### src/rtl/sfr_pkg.sv
// Package for the serial frame receiver: shared constants, result codes and the
// command and status structures between the controller and the datapath.
// Depends on nothing.
`default_nettype none

package sfr_pkg;

    localparam int DEFAULT_BUFFER_DEPTH = 64;

    localparam int TIMEOUT_W = 16;
    localparam int BYTE_W    = 8;
    localparam int STATUS_W  = 2;
    localparam int CFG_IDX_W = 1;
    localparam int CFG_DATA_W = 16;

    localparam logic [BYTE_W-1:0]    START_BYTE      = 8'h3a;
    localparam logic [BYTE_W-1:0]    END_BYTE        = 8'h0a;
    localparam logic [BYTE_W-1:0]    DEFAULT_ADDRESS = 8'hff;
    localparam logic [TIMEOUT_W-1:0] DEFAULT_TIMEOUT = 16'd80;

    localparam logic OP_BYTE = 1'b0;
    localparam logic OP_TICK = 1'b1;

    localparam logic [CFG_IDX_W-1:0] REG_TIMEOUT = 1'd0;
    localparam logic [CFG_IDX_W-1:0] REG_ADDRESS = 1'd1;

    localparam logic [STATUS_W-1:0] ST_GOOD     = 2'd0;
    localparam logic [STATUS_W-1:0] ST_BAD_END  = 2'd1;
    localparam logic [STATUS_W-1:0] ST_OVERFLOW = 2'd2;

    typedef struct packed {
        logic                tmo_load;
        logic                tmo_dec;
        logic                tmo_clear;
        logic                len_load;
        logic                cmd_load;
        logic                count_clear;
        logic                buf_write;
        logic                err_set;
        logic [STATUS_W-1:0] err_kind;
        logic                err_emit;
        logic                emit_start;
        logic                emitting;
    } sfr_cmd_t;

    typedef struct packed {
        logic is_start;
        logic addr_match;
        logic len_overflow;
        logic frame_done;
        logic end_ok;
        logic tmo_expire;
        logic out_free;
        logic emit_done;
    } sfr_stat_t;

endpackage

`default_nettype wire

### src/rtl/sfr_if.sv
// Handshake channels of the serial frame receiver: the request channel and the
// result channel. Depends on sfr_pkg for field widths.
`default_nettype none

interface sfr_in_if;
    logic                          valid;
    logic                          ready;
    logic                          opcode;
    logic [sfr_pkg::BYTE_W-1:0]    byte_value;

    modport source (output valid, output opcode, output byte_value, input ready);
    modport sink   (input valid, input opcode, input byte_value, output ready);
endinterface

interface sfr_out_if;
    logic                          valid;
    logic                          ready;
    logic [sfr_pkg::STATUS_W-1:0]  status;
    logic [sfr_pkg::BYTE_W-1:0]    data_byte;
    logic [sfr_pkg::BYTE_W-1:0]    command;
    logic [sfr_pkg::BYTE_W-1:0]    length;
    logic                          last;

    modport source (output valid, output status, output data_byte, output command,
                    output length, output last, input ready);
    modport sink   (input valid, input status, input data_byte, input command,
                    input length, input last, output ready);
endinterface

`default_nettype wire

### src/rtl/serial_frame_receiver.sv
// Top level of the serial frame receiver: joins the controller and the datapath
// to the request, result and configuration ports. Depends on sfr_pkg, sfr_if,
// sfr_ctrl and sfr_datapath.
//
// Each request is a received byte or a timer tick. A frame whose terminator
// checks out is then sent as a run of length+2 results at one per cycle while
// the output register is free, read from the frame buffer through its
// registered read data; an error is sent as a single result. Requests
// are not taken while a run or an error result is being handed to the output
// register, but they are taken while the last result still waits to be
// collected. The frame buffer has one write and one read port with registered
// read data, and that read port sets the run rate.
`default_nettype none

module serial_frame_receiver #(
    parameter int BUFFER_DEPTH = sfr_pkg::DEFAULT_BUFFER_DEPTH
) (
    input  wire logic                            clk,
    input  wire logic                            rst_n,
    sfr_in_if.sink                               in_ch,
    sfr_out_if.source                            out_ch,
    input  wire logic                            cfg_we,
    input  wire logic [sfr_pkg::CFG_IDX_W-1:0]   cfg_index,
    input  wire logic [sfr_pkg::CFG_DATA_W-1:0]  cfg_wdata
);

    sfr_pkg::sfr_cmd_t  cmd;
    sfr_pkg::sfr_stat_t stat;
    logic               in_ready;

    assign in_ch.ready = in_ready;

    sfr_ctrl u_ctrl (
        .clk       (clk),
        .rst_n     (rst_n),
        .in_valid  (in_ch.valid),
        .in_opcode (in_ch.opcode),
        .in_ready  (in_ready),
        .stat      (stat),
        .cmd       (cmd)
    );

    sfr_datapath #(
        .BUFFER_DEPTH (BUFFER_DEPTH)
    ) u_datapath (
        .clk         (clk),
        .rst_n       (rst_n),
        .cfg_we      (cfg_we),
        .cfg_index   (cfg_index),
        .cfg_wdata   (cfg_wdata),
        .in_byte     (in_ch.byte_value),
        .cmd         (cmd),
        .stat        (stat),
        .out_ready   (out_ch.ready),
        .out_valid   (out_ch.valid),
        .out_status  (out_ch.status),
        .out_data    (out_ch.data_byte),
        .out_command (out_ch.command),
        .out_length  (out_ch.length),
        .out_last    (out_ch.last)
    );

endmodule

`default_nettype wire

### src/rtl/sfr_ctrl.sv
// Controller of the serial frame receiver: the frame parsing state machine and
// the sequencing of result runs. Depends on sfr_pkg.
`default_nettype none

module sfr_ctrl (
    input  wire logic               clk,
    input  wire logic               rst_n,
    input  wire logic               in_valid,
    input  wire logic               in_opcode,
    output logic                    in_ready,
    input  wire sfr_pkg::sfr_stat_t stat,
    output sfr_pkg::sfr_cmd_t       cmd
);

    localparam logic [2:0] S_HUNT = 3'd0;
    localparam logic [2:0] S_ADDR = 3'd1;
    localparam logic [2:0] S_LEN  = 3'd2;
    localparam logic [2:0] S_CMD  = 3'd3;
    localparam logic [2:0] S_DATA = 3'd4;
    localparam logic [2:0] S_EMIT = 3'd5;
    localparam logic [2:0] S_ERR  = 3'd6;

    logic [2:0] state_reg;
    logic [2:0] state_next;
    logic       accept;

    assign in_ready = (state_reg != S_EMIT) && (state_reg != S_ERR);
    assign accept   = in_valid && in_ready;

    always_comb
    begin
        state_next = state_reg;
        cmd        = '0;
        cmd.emitting = (state_reg == S_EMIT);
        case (state_reg)
            S_HUNT, S_ADDR, S_LEN, S_CMD, S_DATA:
            begin
                if (accept && in_opcode == sfr_pkg::OP_TICK)
                begin
                    if (state_reg != S_HUNT)
                    begin
                        if (stat.tmo_expire)
                        begin
                            cmd.tmo_clear = 1'b1;
                            state_next    = S_HUNT;
                        end
                        else
                        begin
                            cmd.tmo_dec = 1'b1;
                        end
                    end
                end
                else if (accept)
                begin
                    case (state_reg)
                        S_HUNT:
                        begin
                            if (stat.is_start)
                            begin
                                cmd.tmo_load = 1'b1;
                                state_next   = S_ADDR;
                            end
                        end
                        S_ADDR:
                        begin
                            state_next = stat.addr_match ? S_LEN : S_HUNT;
                        end
                        S_LEN:
                        begin
                            cmd.len_load = 1'b1;
                            if (stat.len_overflow)
                            begin
                                cmd.tmo_clear = 1'b1;
                                cmd.err_set   = 1'b1;
                                cmd.err_kind  = sfr_pkg::ST_OVERFLOW;
                                state_next    = S_ERR;
                            end
                            else
                            begin
                                state_next = S_CMD;
                            end
                        end
                        S_CMD:
                        begin
                            cmd.cmd_load    = 1'b1;
                            cmd.count_clear = 1'b1;
                            state_next      = S_DATA;
                        end
                        default:
                        begin
                            cmd.buf_write = 1'b1;
                            if (stat.frame_done)
                            begin
                                cmd.tmo_clear = 1'b1;
                                if (stat.end_ok)
                                begin
                                    cmd.emit_start = 1'b1;
                                    state_next     = S_EMIT;
                                end
                                else
                                begin
                                    cmd.err_set  = 1'b1;
                                    cmd.err_kind = sfr_pkg::ST_BAD_END;
                                    state_next   = S_ERR;
                                end
                            end
                        end
                    endcase
                end
            end
            S_EMIT:
            begin
                if (stat.emit_done)
                begin
                    state_next = S_HUNT;
                end
            end
            S_ERR:
            begin
                if (stat.out_free)
                begin
                    cmd.err_emit = 1'b1;
                    state_next   = S_HUNT;
                end
            end
            default:
            begin
                state_next = S_HUNT;
            end
        endcase
    end

    always_ff @(posedge clk or negedge rst_n)
    begin
        if (!rst_n)
        begin
            state_reg <= S_HUNT;
        end
        else
        begin
            state_reg <= state_next;
        end
    end

endmodule

`default_nettype wire

### src/rtl/sfr_datapath.sv
// Datapath of the serial frame receiver: configuration registers, frame fields,
// timeout counter, frame buffer memory and the result register. Depends on sfr_pkg.
`default_nettype none

module sfr_datapath #(
    parameter int BUFFER_DEPTH = sfr_pkg::DEFAULT_BUFFER_DEPTH
) (
    input  wire logic                            clk,
    input  wire logic                            rst_n,
    input  wire logic                            cfg_we,
    input  wire logic [sfr_pkg::CFG_IDX_W-1:0]   cfg_index,
    input  wire logic [sfr_pkg::CFG_DATA_W-1:0]  cfg_wdata,
    input  wire logic [sfr_pkg::BYTE_W-1:0]      in_byte,
    input  wire sfr_pkg::sfr_cmd_t               cmd,
    output sfr_pkg::sfr_stat_t                   stat,
    input  wire logic                            out_ready,
    output logic                                 out_valid,
    output logic [sfr_pkg::STATUS_W-1:0]         out_status,
    output logic [sfr_pkg::BYTE_W-1:0]           out_data,
    output logic [sfr_pkg::BYTE_W-1:0]           out_command,
    output logic [sfr_pkg::BYTE_W-1:0]           out_length,
    output logic                                 out_last
);

    localparam int AW = (BUFFER_DEPTH > 1) ? $clog2(BUFFER_DEPTH) : 1;
    localparam int CW = $clog2(BUFFER_DEPTH + 1);
    localparam int LW = 10;

    logic [sfr_pkg::TIMEOUT_W-1:0] timeout_ticks_reg;
    logic [sfr_pkg::BYTE_W-1:0]    address_byte_reg;
    logic [sfr_pkg::TIMEOUT_W-1:0] timeout_left_reg;
    logic [sfr_pkg::BYTE_W-1:0]    frame_length_reg;
    logic [sfr_pkg::BYTE_W-1:0]    frame_command_reg;
    logic [CW-1:0]                 byte_count_reg;
    logic [sfr_pkg::STATUS_W-1:0]  err_kind_reg;
    logic [CW-1:0]                 rd_addr_reg;
    logic                          pend_reg;
    logic                          pend_last_reg;
    logic [sfr_pkg::BYTE_W-1:0]    rd_data_reg;
    logic [sfr_pkg::BYTE_W-1:0]    buffer_mem [BUFFER_DEPTH];

    logic                          out_valid_reg;
    logic [sfr_pkg::STATUS_W-1:0]  out_status_reg;
    logic [sfr_pkg::BYTE_W-1:0]    out_data_reg;
    logic [sfr_pkg::BYTE_W-1:0]    out_command_reg;
    logic [sfr_pkg::BYTE_W-1:0]    out_length_reg;
    logic                          out_last_reg;

    logic [CW-1:0] count_next;
    logic [LW-1:0] in_plus_two;
    logic [LW-1:0] len_plus_two;
    logic          out_free;
    logic          consume;
    logic          issue;

    assign count_next   = byte_count_reg + CW'(1);
    assign in_plus_two  = LW'(in_byte) + LW'(2);
    assign len_plus_two = LW'(frame_length_reg) + LW'(2);
    assign out_free     = !out_valid_reg || out_ready;
    assign consume      = pend_reg && out_free;
    assign issue        = cmd.emitting && (rd_addr_reg < byte_count_reg)
                          && (!pend_reg || consume);

    always_comb
    begin
        stat.is_start     = (in_byte == sfr_pkg::START_BYTE);
        stat.addr_match   = (in_byte == address_byte_reg);
        stat.len_overflow = (in_plus_two > LW'(BUFFER_DEPTH));
        stat.frame_done   = (LW'(count_next) >= len_plus_two);
        stat.end_ok       = (in_byte == sfr_pkg::END_BYTE);
        stat.tmo_expire   = (timeout_left_reg <= sfr_pkg::TIMEOUT_W'(1));
        stat.out_free     = out_free;
        stat.emit_done    = consume && pend_last_reg;
    end

    always_ff @(posedge clk or negedge rst_n)
    begin
        if (!rst_n)
        begin
            timeout_ticks_reg <= sfr_pkg::DEFAULT_TIMEOUT;
            address_byte_reg  <= sfr_pkg::DEFAULT_ADDRESS;
        end
        else if (cfg_we)
        begin
            case (cfg_index)
                sfr_pkg::REG_TIMEOUT: timeout_ticks_reg <= cfg_wdata;
                sfr_pkg::REG_ADDRESS: address_byte_reg  <= cfg_wdata[sfr_pkg::BYTE_W-1:0];
                default: ;
            endcase
        end
    end

    always_ff @(posedge clk or negedge rst_n)
    begin
        if (!rst_n)
        begin
            timeout_left_reg  <= '0;
            frame_length_reg  <= '0;
            frame_command_reg <= '0;
            byte_count_reg    <= '0;
            err_kind_reg      <= sfr_pkg::ST_GOOD;
            rd_addr_reg       <= '0;
            pend_reg          <= 1'b0;
            pend_last_reg     <= 1'b0;
        end
        else
        begin
            if (cmd.tmo_load)
            begin
                timeout_left_reg <= timeout_ticks_reg;
            end
            else if (cmd.tmo_clear)
            begin
                timeout_left_reg <= '0;
            end
            else if (cmd.tmo_dec)
            begin
                timeout_left_reg <= timeout_left_reg - sfr_pkg::TIMEOUT_W'(1);
            end

            if (cmd.len_load)
            begin
                frame_length_reg <= in_byte;
            end
            if (cmd.cmd_load)
            begin
                frame_command_reg <= in_byte;
            end
            if (cmd.count_clear)
            begin
                byte_count_reg <= '0;
            end
            else if (cmd.buf_write)
            begin
                byte_count_reg <= count_next;
            end
            if (cmd.err_set)
            begin
                err_kind_reg <= cmd.err_kind;
            end

            if (cmd.emit_start)
            begin
                rd_addr_reg <= '0;
                pend_reg    <= 1'b0;
            end
            else if (issue)
            begin
                rd_addr_reg   <= rd_addr_reg + CW'(1);
                pend_reg      <= 1'b1;
                pend_last_reg <= (rd_addr_reg + CW'(1) == byte_count_reg);
            end
            else if (consume)
            begin
                pend_reg <= 1'b0;
            end
        end
    end

    always_ff @(posedge clk)
    begin
        if (cmd.buf_write)
        begin
            buffer_mem[byte_count_reg[AW-1:0]] <= in_byte;
        end
        if (issue)
        begin
            rd_data_reg <= buffer_mem[rd_addr_reg[AW-1:0]];
        end
    end

    always_ff @(posedge clk or negedge rst_n)
    begin
        if (!rst_n)
        begin
            out_valid_reg <= 1'b0;
        end
        else if (consume || cmd.err_emit)
        begin
            out_valid_reg <= 1'b1;
        end
        else if (out_ready)
        begin
            out_valid_reg <= 1'b0;
        end
    end

    always_ff @(posedge clk)
    begin
        if (consume)
        begin
            out_status_reg  <= sfr_pkg::ST_GOOD;
            out_data_reg    <= rd_data_reg;
            out_command_reg <= frame_command_reg;
            out_length_reg  <= frame_length_reg;
            out_last_reg    <= pend_last_reg;
        end
        else if (cmd.err_emit)
        begin
            out_status_reg  <= err_kind_reg;
            out_data_reg    <= '0;
            out_command_reg <= (err_kind_reg == sfr_pkg::ST_OVERFLOW) ? '0 : frame_command_reg;
            out_length_reg  <= frame_length_reg;
            out_last_reg    <= 1'b1;
        end
    end

    assign out_valid   = out_valid_reg;
    assign out_status  = out_status_reg;
    assign out_data    = out_data_reg;
    assign out_command = out_command_reg;
    assign out_length  = out_length_reg;
    assign out_last    = out_last_reg;

endmodule

`default_nettype wire
### src/flat_wrapper.sv
// flat-port wrapper written by rule: the top's interface ports become plain ports
module serial_frame_receiver_flat 
#(
    parameter int BUFFER_DEPTH = sfr_pkg::DEFAULT_BUFFER_DEPTH
)
  (clk, rst_n, cfg_we, cfg_index, cfg_wdata, in_ch_valid, in_ch_opcode, in_ch_byte_value, in_ch_ready, out_ch_valid, out_ch_status, out_ch_data_byte, out_ch_command, out_ch_length, out_ch_last, out_ch_ready);
  sfr_in_if in_ch_i ();
  sfr_out_if out_ch_i ();
  input  wire logic clk;
  input  wire logic rst_n;
  input  wire logic cfg_we;
  input  wire logic [sfr_pkg::CFG_IDX_W-1:0] cfg_index;
  input  wire logic [sfr_pkg::CFG_DATA_W-1:0] cfg_wdata;
  input wire logic [$bits(in_ch_i.valid)-1:0] in_ch_valid;
  input wire logic [$bits(in_ch_i.opcode)-1:0] in_ch_opcode;
  input wire logic [$bits(in_ch_i.byte_value)-1:0] in_ch_byte_value;
  output wire logic [$bits(in_ch_i.ready)-1:0] in_ch_ready;
  output wire logic [$bits(out_ch_i.valid)-1:0] out_ch_valid;
  output wire logic [$bits(out_ch_i.status)-1:0] out_ch_status;
  output wire logic [$bits(out_ch_i.data_byte)-1:0] out_ch_data_byte;
  output wire logic [$bits(out_ch_i.command)-1:0] out_ch_command;
  output wire logic [$bits(out_ch_i.length)-1:0] out_ch_length;
  output wire logic [$bits(out_ch_i.last)-1:0] out_ch_last;
  input wire logic [$bits(out_ch_i.ready)-1:0] out_ch_ready;
  assign in_ch_i.valid = in_ch_valid;
  assign in_ch_i.opcode = in_ch_opcode;
  assign in_ch_i.byte_value = in_ch_byte_value;
  assign in_ch_ready = in_ch_i.ready;
  assign out_ch_valid = out_ch_i.valid;
  assign out_ch_status = out_ch_i.status;
  assign out_ch_data_byte = out_ch_i.data_byte;
  assign out_ch_command = out_ch_i.command;
  assign out_ch_length = out_ch_i.length;
  assign out_ch_last = out_ch_i.last;
  assign out_ch_i.ready = out_ch_ready;
  serial_frame_receiver #(.BUFFER_DEPTH(BUFFER_DEPTH)) u_core (.clk(clk), .rst_n(rst_n), .in_ch(in_ch_i), .out_ch(out_ch_i), .cfg_we(cfg_we), .cfg_index(cfg_index), .cfg_wdata(cfg_wdata));
endmodule
### config.mk
export PLATFORM = sky130hd
export DESIGN_NAME = serial_frame_receiver_flat
export DESIGN_NICKNAME = d
export VERILOG_FILES = /design/src/rtl/sfr_pkg.sv /design/src/rtl/sfr_if.sv /design/src/rtl/serial_frame_receiver.sv /design/src/rtl/sfr_ctrl.sv /design/src/rtl/sfr_datapath.sv /design/src/flat_wrapper.sv
export SDC_FILE = /design/constraint.sdc
export NUM_CORES = 1
export LEC_CHECK = 0
export BUFFER_PORTS_ARGS = -buffer_cell sky130_fd_sc_hd__buf_2
export CELL_PAD_IN_SITES_DETAIL_PLACEMENT = 1
export CELL_PAD_IN_SITES_GLOBAL_PLACEMENT = 1
export CORE_ASPECT_RATIO = 0.5
export CORE_UTILIZATION = 30
export CTS_CLUSTER_DIAMETER = 40
export CTS_CLUSTER_SIZE = 8
export DETAILED_ROUTE_END_ITERATION = 8
export GPL_TIMING_DRIVEN = 0
export HOLD_SLACK_MARGIN = 0.12
export PLACE_DENSITY_LB_ADDON = 0.2
export SYNTH_ARGS = -nofsm -noshare
export SYNTH_HDL_FRONTEND = slang
export SYNTH_SLANG_ARGS = --single-unit
### constraint.sdc
create_clock -name clk -period 5 [get_ports clk]
set_input_delay 0 -clock clk [delete_from_list [all_inputs] [get_ports clk]]
set_output_delay 0 -clock clk [all_outputs]
set_load 0.02 [all_outputs]
==> results of run 1 <==
[cell families (layout without fill, tap and decap cells)]
| group | count (synthesis) | count (layout) | synth area share (%) |
|---|---|---|---|
| AO/OA/AOI/OAI | 232 | 232 | 6.569 |
| XOR/XNOR | 46 | 46 | 1.572 |
| adder cells (fa/ha/maj) | 20 | 20 | 0.9761 |
| buffers and inverters | 101 | 356 | 1.576 |
| flip-flops | 625 | 625 | 71.65 |
| multiplexers | 237 | 237 | 12.58 |
| AND/OR/NAND/NOR | 266 | 266 | 5.076 |
[layout make-up]
| type | count | area, um^2 | area share, % |
|---|---|---|---|
| plain buffers | 83 | 336.6 | 1.098 |
| clock buffers | 122 | 2477 | 8.081 |
| clock inverters | 17 | 181.4 | 0.5918 |
| inverters | 18 | 67.56 | 0.2204 |
| multi-input cells | 801 | 6863 | 22.38 |
| flip-flops and latches | 625 | 18370 | 59.92 |
| well taps | 1116 | 1396 | 4.555 |
| repair buffers | 116 | 965.9 | 3.151 |
[per-stage QoR]
stage | utilization (%) | instances
floorplan | - | 1527
finish | 36.42 | 2898
CTS | 36.41 | 2897
global route | 36.42 | 2898
global placement | 32.47 | 2702
detailed placement | 32.62 | 2706
[per-layer routing]
metal	global-route usage [%]	share of wire, %	vias up
met3	3.268	4.6	98
li1	-	-	6548
met1	24.39	48	7824
met4	4.457	2.0	0
met2	26.01	45	350
met5	0	0	-
[worst paths after layout]
| kind | startpoint | end | slack [ps] | cells after the start |
|---|---|---|---|---|
| max | u_core.u_datapath.byte_count_reg[3] | u_core.u_datapath.timeout_left_reg[8] | 470 | 12 |
| min | cfg_wdata[6] | u_core.u_datapath.timeout_ticks_reg[6] | 190 | 3 |
| max reg2reg | u_core.u_datapath.byte_count_reg[3] | u_core.u_datapath.timeout_left_reg[8] | 470 | 12 |
| min reg2reg | u_core.u_datapath.frame_length_reg[0] | u_core.u_datapath.out_length[0] | 480 | 0 |
| max in group asynchronous | rst_n | u_core.u_datapath.timeout_ticks_reg[6] | 4120 | 4 |
| min in group asynchronous | rst_n | u_core.u_datapath.timeout_ticks_reg[4] | 560 | 3 |
[where the power goes]
group	switching (mW)	internal, mW
combinational	2.06	1.35
sequential	0.150	5.90
clock	2.27	3.48
[critical path, cell delays in order, from the launching register on]
cell           delay, ps
dfrtp_1              370
clkbuf_1             450
nand3_1              520
nor2_1               450
xnor2_1              130
ha_1                 350
a21oi_1              130
o21ai_0               80
o21bai_1             290
a31oi_1              540
a21oi_4              100
dlygate4sd3_1        740
o31ai_1              280
[cells in the final DEF, fill, tap and decap left out, types with 5 or more instances in the layout]
master	instances
edfxtp_1	545
mux2i_1	132
nor2_1	97
clkbuf_16	94
o221ai_1	80
clkbuf_1	78
buf_2	71
dfrtp_1	68
mux4_2	64
dlygate4sd3_1	52
nand2_1	45
a21oi_1	42
mux2_2	41
nand3_1	28
xnor2_1	28
o21ai_0	28
ha_1	20
o22ai_1	19
nor2b_1	19
xor2_1	18
inv_1	17
nor3_1	17
and3_1	14
buf_1	11
dfstp_2	10
a32o_1	9
o21ai_1	9
nand4_1	8
buf_4	8
o31ai_1	7
nand2b_1	6
a21o_1	6
clkinv_1	5
and2_1	5
a31oi_1	5
==> impl_results.md, run 1 <==
- Clock root cell: clkbuf_16
- Port Buffer Count: 59
- Clk buf depth: 3
- CTS tree: built
- Final instance area: 0.03066 mm^2
- Sequential fraction of the synthesis area: 71.65%
- Top cell type's share of synthesized area: 63.84%
- Total vias in the final route: 14820
- Overall Power: about 15 mW
- Placed Instance Area: ~0.027 mm^2
- Warnings from Yosys: 0
- Post-synthesis net count: 1578
- Placer Congestion: 0.8457
- Worst slack, placed: slightly above 900 ps
- Count leader, synth: edfxtp_1
- Async S/R FF share, synth: 12.48%
- Die Ht: 208.7 um
- Vias in the first global route: 15500
- Post-CTS Setup Inserts: 0
- Share of cells above drive strength 1: between 15 and 20%
- IO Count: 60
- Die W: about 420 um
- Post-CTS Hold Buffers: 52
- Setup WS post-layout: 474.6 ps
- Final Critical Period: 4525 ps
- Initial Util: between 30% and 40%
- Worst Clk Skew: roughly 24 ps
- RSZ-0062 raised after global routing: no
- Number of synthesized flops with an enable pin: 545
- Worst slew margin: 7.354%
- Worst Setup Start Kind: flip-flop
- Post-route DRC: 0
- Synth top area cells: edfxtp_1 64%, dfrtp_1 6.6%, mux4_2 5.6%
- Total negative setup slack: 0 ps
- Iter 0 DRT Violations: between 1000 and 1500
- Mean Syn Cell Area: 16.79 um^2
- ANT cells: 0
- Setup crit end kind: flip-flop
- CORE AREA: 0.08417 mm^2
- Maxcap violations: 0
- Worst EP arrival: 5070 ps
- Max reg flops: 512
- Hold slack: 186.6 ps
- Routed Antenna Nets: 0
- Synth cell count leaders: 545 x edfxtp_1, 132 x mux2i_1, 97 x nor2_1, 80 x o221ai_1, 68 x dfrtp_1
- Mapped Area: roughly 0.026 mm^2
- Total Routing Usage GR: 16.91%
- CTS Buf Count: just over 90
- Cell variety after synth: 65
- Area growth, synth to finish: 19.59%
- Largest net degree at the start of global routing: 71
- Peak supply drop: 284.1 uV
- Kind of critical path: flip-flop to flip-flop
- Rows: 75
- Post-synth top flop: edfxtp_1
- Worst min path class: input pin to flip-flop
- # H-tree levels: 3
- Avg WL per Cell: between 20 and 30 um
- Total grt overflow: 0
- Final hold viol count: 0
- Final setup fails: 0
- Worst EP required: between 5000 and 6000 ps
- Worst-Skew Late Latency: between 600 and 700 ps
- Fillers: 8496
- Post-synthesis cell count: 1527
- Drt first pass iters: 5
- Layout Nets: roughly 1800
- Outcome: complete, no violations
- CTS Sinks: 625
- Power Dens Cells: between 400 and 500 mW/mm^2
- Leak Pwr: 10.29 nW
- Final worst path period share: 90.51%
- Clock Pin Slew Worst Setup and Hold Paths: approximately 50 ps
- Routed WL: about 73 mm
- FMAX: 221.0 MHz
- Hpwl dp: 48.09 mm
- Max Fanout on Critical Path: 10
- Post-CTS Resized: 0
- Die Area: 0.08670 mm^2
- Slew Limit Fails: 0
- Worst-margin pin slew: 1390 ps
- Synth area leader: edfxtp_1
- Synthesized flop and latch total: approximately 630
- Vias per cell: 5.114
- Initial antenna violation count: 3
- First-pass GRT wire length: 107.0 mm
Power figures use the tool's default switching activity.
==> run 2, diff against run 1 <==
- BUFFER_PORTS_ARGS: -buffer_cell sky130_fd_sc_hd__buf_2 -> not set
- DONT_BUFFER_PORTS: not set -> 1
==> impl_results.md, run 2 (synthesis gave the netlist of run 1 again) <==
- Outcome: complete, no violations
- Worst slew margin: 26.32%
- Initial Util: between 30% and 40%
- CTS tree: built
- Share of cells above drive strength 1: 15.62%
- Setup WS post-layout: roughly 740 ps
- Post-CTS Setup Inserts: 0
- # H-tree levels: 3
- Routed Antenna Nets: 0
- Clock Pin Slew Worst Setup and Hold Paths: 50 ps
- Worst EP arrival: 4520 ps
- Most frequent cells in the layout: 545 x edfxtp_1, 132 x mux2i_1, 98 x clkbuf_16, 97 x nor2_1, 80 x o221ai_1
- Rows: 75
- Avg WL per Cell: between 20 and 30 um
- Slew Limit Fails: 0
- CTS Buf Count: 96
- Max reg flops: approximately 510
- Final worst path period share: 85.21%
- Worst min path class: input pin to flip-flop
- Post-route DRC: 0
- Clk buf depth: 3
- Worst slack, placed: 864.7 ps
- Final core occ: 36.43%
- CORE AREA: 0.08417 mm^2
- Worst-Skew Late Latency: between 600 and 700 ps
- Fillers: between 8000 and 9000
- FMAX: between 200 and 250 MHz
- Maxcap violations: 0
- Total Routing Usage GR: 17.08%
- Worst Clk Skew: 31.12 ps
- Post-CTS Hold Buffers: between 60 and 70
- Clock root cell: clkbuf_16
- Final setup fails: 0
- Initial antenna violation count: 2
- Die W: between 400 and 500 um
- Hpwl dp: 46.92 mm
- Max Fanout on Critical Path: 10
- Power Dens Cells: around 510 mW/mm^2
- Vias in the first global route: approximately 15000
- Total grt overflow: 0
- Most common cell after layout, fill and taps aside: edfxtp_1
- Worst Setup Start Kind: flip-flop
- Final hold viol count: 0
- Largest net degree at the start of global routing: 72
- Total vias in the final route: 14540
- Die Ht: between 200 and 250 um
- Final Critical Period: 4261 ps
- Total negative setup slack: 0 ps
- Iter 0 DRT Violations: 1126
- Area growth, synth to finish: 19.62%
- Drt first pass iters: 5
- Die Area: just under 0.09 mm^2
- Worst EP required: 5260 ps
- Layout Nets: 1739
- Leak Pwr: 10.21 nW
- RSZ-0062 raised after global routing: no
- Post-CTS Resized: 0
- Kind of critical path: flip-flop to flip-flop
- CTS Sinks: about 630
- Vias per cell: 5.097
- Worst-margin pin slew: between 1000 and 1500 ps
- Placer Congestion: around 0.83
- Peak supply drop: 249.0 uV
- Port Buffer Count: 0
- IO Count: 60
- First-pass GRT wire length: ~110 mm
- Overall Power: roughly 16 mW
- Routed WL: 73.71 mm
- Setup crit end kind: flip-flop
## run 2: cell types whose count changed in the layout (fill, tap and decap cells not counted), moves of 4 or more
| cell | before | now |
|---|---|---|
| buf_2 | 71 | 20 |
| buf_4 | 8 | 0 |
| buf_16 | 4 | 10 |
| clkbuf_16 | 94 | 98 |
## run 2: routing by layer
layer  part of all wire (%)  wire length, um  vias up  GRT usage, %
li1                       -                -     6441             -
met1                     47            34810     7720         24.24
met2                     46            34230      299         26.91
met3                    4.7             3496       77         3.549
met4                    1.6             1169        0         3.704
met5                      0                0        -             0
## run 2: cell type report
class	count	area (um^2)	share of cell area (%)
multi-input cells	801	6863	22.38
flip-flops and latches	625	18370	59.90
clock inverters	20	262.8	0.8568
diodes	1	2.502	0.008160
well taps	1116	1396	4.553
clock buffers	125	2564	8.360
inverters	18	67.56	0.2203
plain buffers	83	336.6	1.097
repair buffers	63	805.8	2.627
## run 2: final timing paths
kind	from	to	slack, ps	depth (start not counted)
worst max-delay path	u_core.u_ctrl.state_reg[1]	u_core.u_datapath.buffer_mem[61][5]	740	6
worst max register to register	u_core.u_ctrl.state_reg[1]	u_core.u_datapath.buffer_mem[61][5]	740	6
worst min-delay path	cfg_wdata[7]	u_core.u_datapath.timeout_ticks_reg[7]	130	2
max in group asynchronous	rst_n	u_core.u_datapath.frame_length_reg[3]	4070	4
worst min register to register	u_core.u_datapath.frame_length_reg[0]	u_core.u_datapath.out_length[0]	490	0
min in group asynchronous	rst_n	u_core.u_datapath.address_byte_reg[5]	520	3
## run 2: critical path, stage by stage (launching register included)
cell	delay (ps)
dfrtp_1	410
clkbuf_1	240
nor2_1	410
and3_1	390
buf_1	490
nand4_1	880
nor2_1	1040
## run 2: power by group
part	total (mW)	switching, mW	internal (mW)
Combinational	3.42	2.06	1.36
Clock	6.07	2.31	3.76
Sequential	6.06	0.164	5.90
## run 2: stage by stage
step,cells,area [um^2],hold slack [ps]
after floorplan,1527,25640,-295.6
after global placement,2643,27030,-294.0
after detailed placement,2643,27030,-293.6
after CTS,2851,30670,120.4
after global routing,2852,30670,124.2
final,2852,30670,134.1
==> run 3, diff against run 2 <==
- CORE_UTILIZATION: 30 -> 59
==> impl_results.md, run 3 (synthesis gave the netlist of run 1 again) <==
- Worst r2r dst: u_core.u_datapath.buffer_mem[46][6]
- Placer Congestion: between 0.9 and 1
- Drt first pass iters: 6
- Vias per cell: 6.967
- Routed WL: roughly 81 mm
- Clock Pin Slew Worst Setup and Hold Paths: 50 ps
- Slew Limit Fails: 0
- First-pass GRT wire length: 115.8 mm
- RSZ-0062 raised after global routing: no
- Worst slack, placed: about 870 ps
- Outcome: complete, no violations
- Peak supply drop: around 370 uV
- # H-tree levels: 3
- Worst EP required: 5240 ps
- Post-route DRC: 0
- Routed Antenna Nets: 0
- Max reg flops: 512
- Hpwl dp: 46.27 mm
- Initial antenna violation count: 7
- Setup crit end kind: flip-flop
- Worst Clk Skew: 41.06 ps
- CORE AREA: approximately 0.042 mm^2
- R2R depth: 6
- Maxcap violations: 0
- Overall Power: 15.19 mW
- Power Dens Cells: 511.7 mW/mm^2
- Largest net degree at the start of global routing: 70
- Clock root cell: clkbuf_16
- Iter 0 DRT Violations: 2100
- Total negative setup slack: 0 ps
- Setup WS post-layout: 607.8 ps
- Rows: 53
- Final setup fails: 0
- Final worst path period share: approximately 88%
- Area growth, synth to finish: 15.79%
- FMAX: 227.7 MHz
- Worst slew margin: ~16%
- CTS Buf Count: between 80 and 90
- Worst min path class: input pin to flip-flop
- Placed Instance Area: 0.02636 mm^2
- Port Buffer Count: 0
- Fillers: 3537
- Worst-margin pin slew: 1264 ps
- Avg WL per Cell: 35.30 um
- IO Count: 60
- Share of cells above drive strength 1: 14.69%
- CP Launch Point: u_core.u_ctrl.state_reg[1]
- Total grt overflow: 0
- Final hold viol count: 0
- Die Area: 0.04434 mm^2
- Worst Setup Start Kind: flip-flop
- Most frequent cells in the layout: 545 x edfxtp_1, 132 x mux2i_1, 97 x nor2_1, 88 x clkbuf_16, 84 x clkbuf_1
- Final Critical Period: 4392 ps
- Worst-Skew Late Latency: 660 ps
- Clk buf depth: 3
- Total Routing Usage GR: 37.01%
- Most common cell after layout, fill and taps aside: edfxtp_1
- Worst EP arrival: 4630 ps
- Leak Pwr: 10.05 nW
- Vias in the first global route: between 15000 and 20000
- Layout Nets: between 1500 and 2000
- Die Ht: 149.4 um
- CTS Sinks: 625
- R2R Setup Slk: 610 ps
- Setup crit end: u_core.u_datapath.buffer_mem[46][6]
- Total vias in the final route: 16020
- Kind of critical path: flip-flop to flip-flop
- CTS tree: built
- Final instance area: 0.02968 mm^2
- Final core occ: between 60% and 70%
- Max Fanout on Critical Path: 10
- Die W: 296.8 um
- RR Startpoint: u_core.u_ctrl.state_reg[1]
- Initial Util: 60.41%
run 3: cell count changes in the layout (fill, tap and decap cells not counted), moves of 3 or more:
cell           change
clkinv_1           -3
dlygate4sd3_1      +3
clkbuf_1           +6
clkbuf_16         -10
bufinv_16          -3
clkinv_2           -3
inv_16             +3
clkinv_4           -4
run 3: area by class of cell:
class / instances / area, um^2 / share of cell area (%)
Timing Repair Buffer: 66 / 835.8 / 2.816
Sequential cell: 625 / 18370 / 61.88
Clock buffer: 120 / 2322 / 7.823
Inverter: 18 / 67.56 / 0.2276
Clock inverter: 9 / 162.7 / 0.5479
Multi-Input combinational cell: 801 / 6865 / 23.13
Antenna cell: 1 / 2.502 / 0.008430
Buffer: 83 / 336.6 / 1.134
Tap cell: 577 / 721.9 / 2.432
run 3: how the worst min path moves through the flow:
stage | start | endpoint | slack [ps] | cells after the start
2_1_floorplan | rst_n | u_core.u_ctrl.state_reg[0] | -300 | 0
3_3_place_gp | rst_n | u_core.u_datapath.timeout_ticks_reg[10] | -290 | 0
3_5_place_dp | rst_n | u_core.u_datapath.timeout_ticks_reg[10] | -290 | 0
4_1_cts | in_ch_valid | u_core.u_datapath.timeout_left_reg[5] | 120 | 4
5_1_grt | cfg_wdata[5] | u_core.u_datapath.timeout_ticks_reg[5] | 180 | 2
6_report | in_ch_byte_value[1] | u_core.u_ctrl.state_reg[0] | 170 | 5
run 3: layer usage:
| metal | part of all wire, % | track usage, % |
|---|---|---|
| met5 | 0.16 | 0 |
| met4 | 3.2 | 12.02 |
| met3 | 12 | 12.16 |
| met2 | 48 | 60.49 |
| met1 | 37 | 47.27 |
run 3: repair_timing:
item,in CTS,in global routing
hold endpoints to repair,657,0
endpoints found under the setup margin,0,0
gates resized for setup,0,0
hold buffers,66,0
setup buffers,0,0
run 3: per-stage QoR:
stage	hold slack, ps	instances
after floorplan	-295.6	1527
after global placement	-293.7	2104
after detailed placement	-294.1	2104
after CTS	124.6	2299
after global routing	183.5	2299
final	173.8	2300
run 3: power breakdown:
part	leakage (nW)	switching (mW)	internal (mW)	total (mW)
Sequential	5.90	0.191	5.89	6.08
Clock	1.20	2.33	3.28	5.60
Combinational	2.94	2.14	1.36	3.50
run 3: worst max-delay path, stage by stage, from the launching register on:
cell	delay [ps]
dfrtp_1	400
clkbuf_1	230
nor2_1	410
and3_1	410
buf_1	510
nand4b_1	990
nor2_1	1030
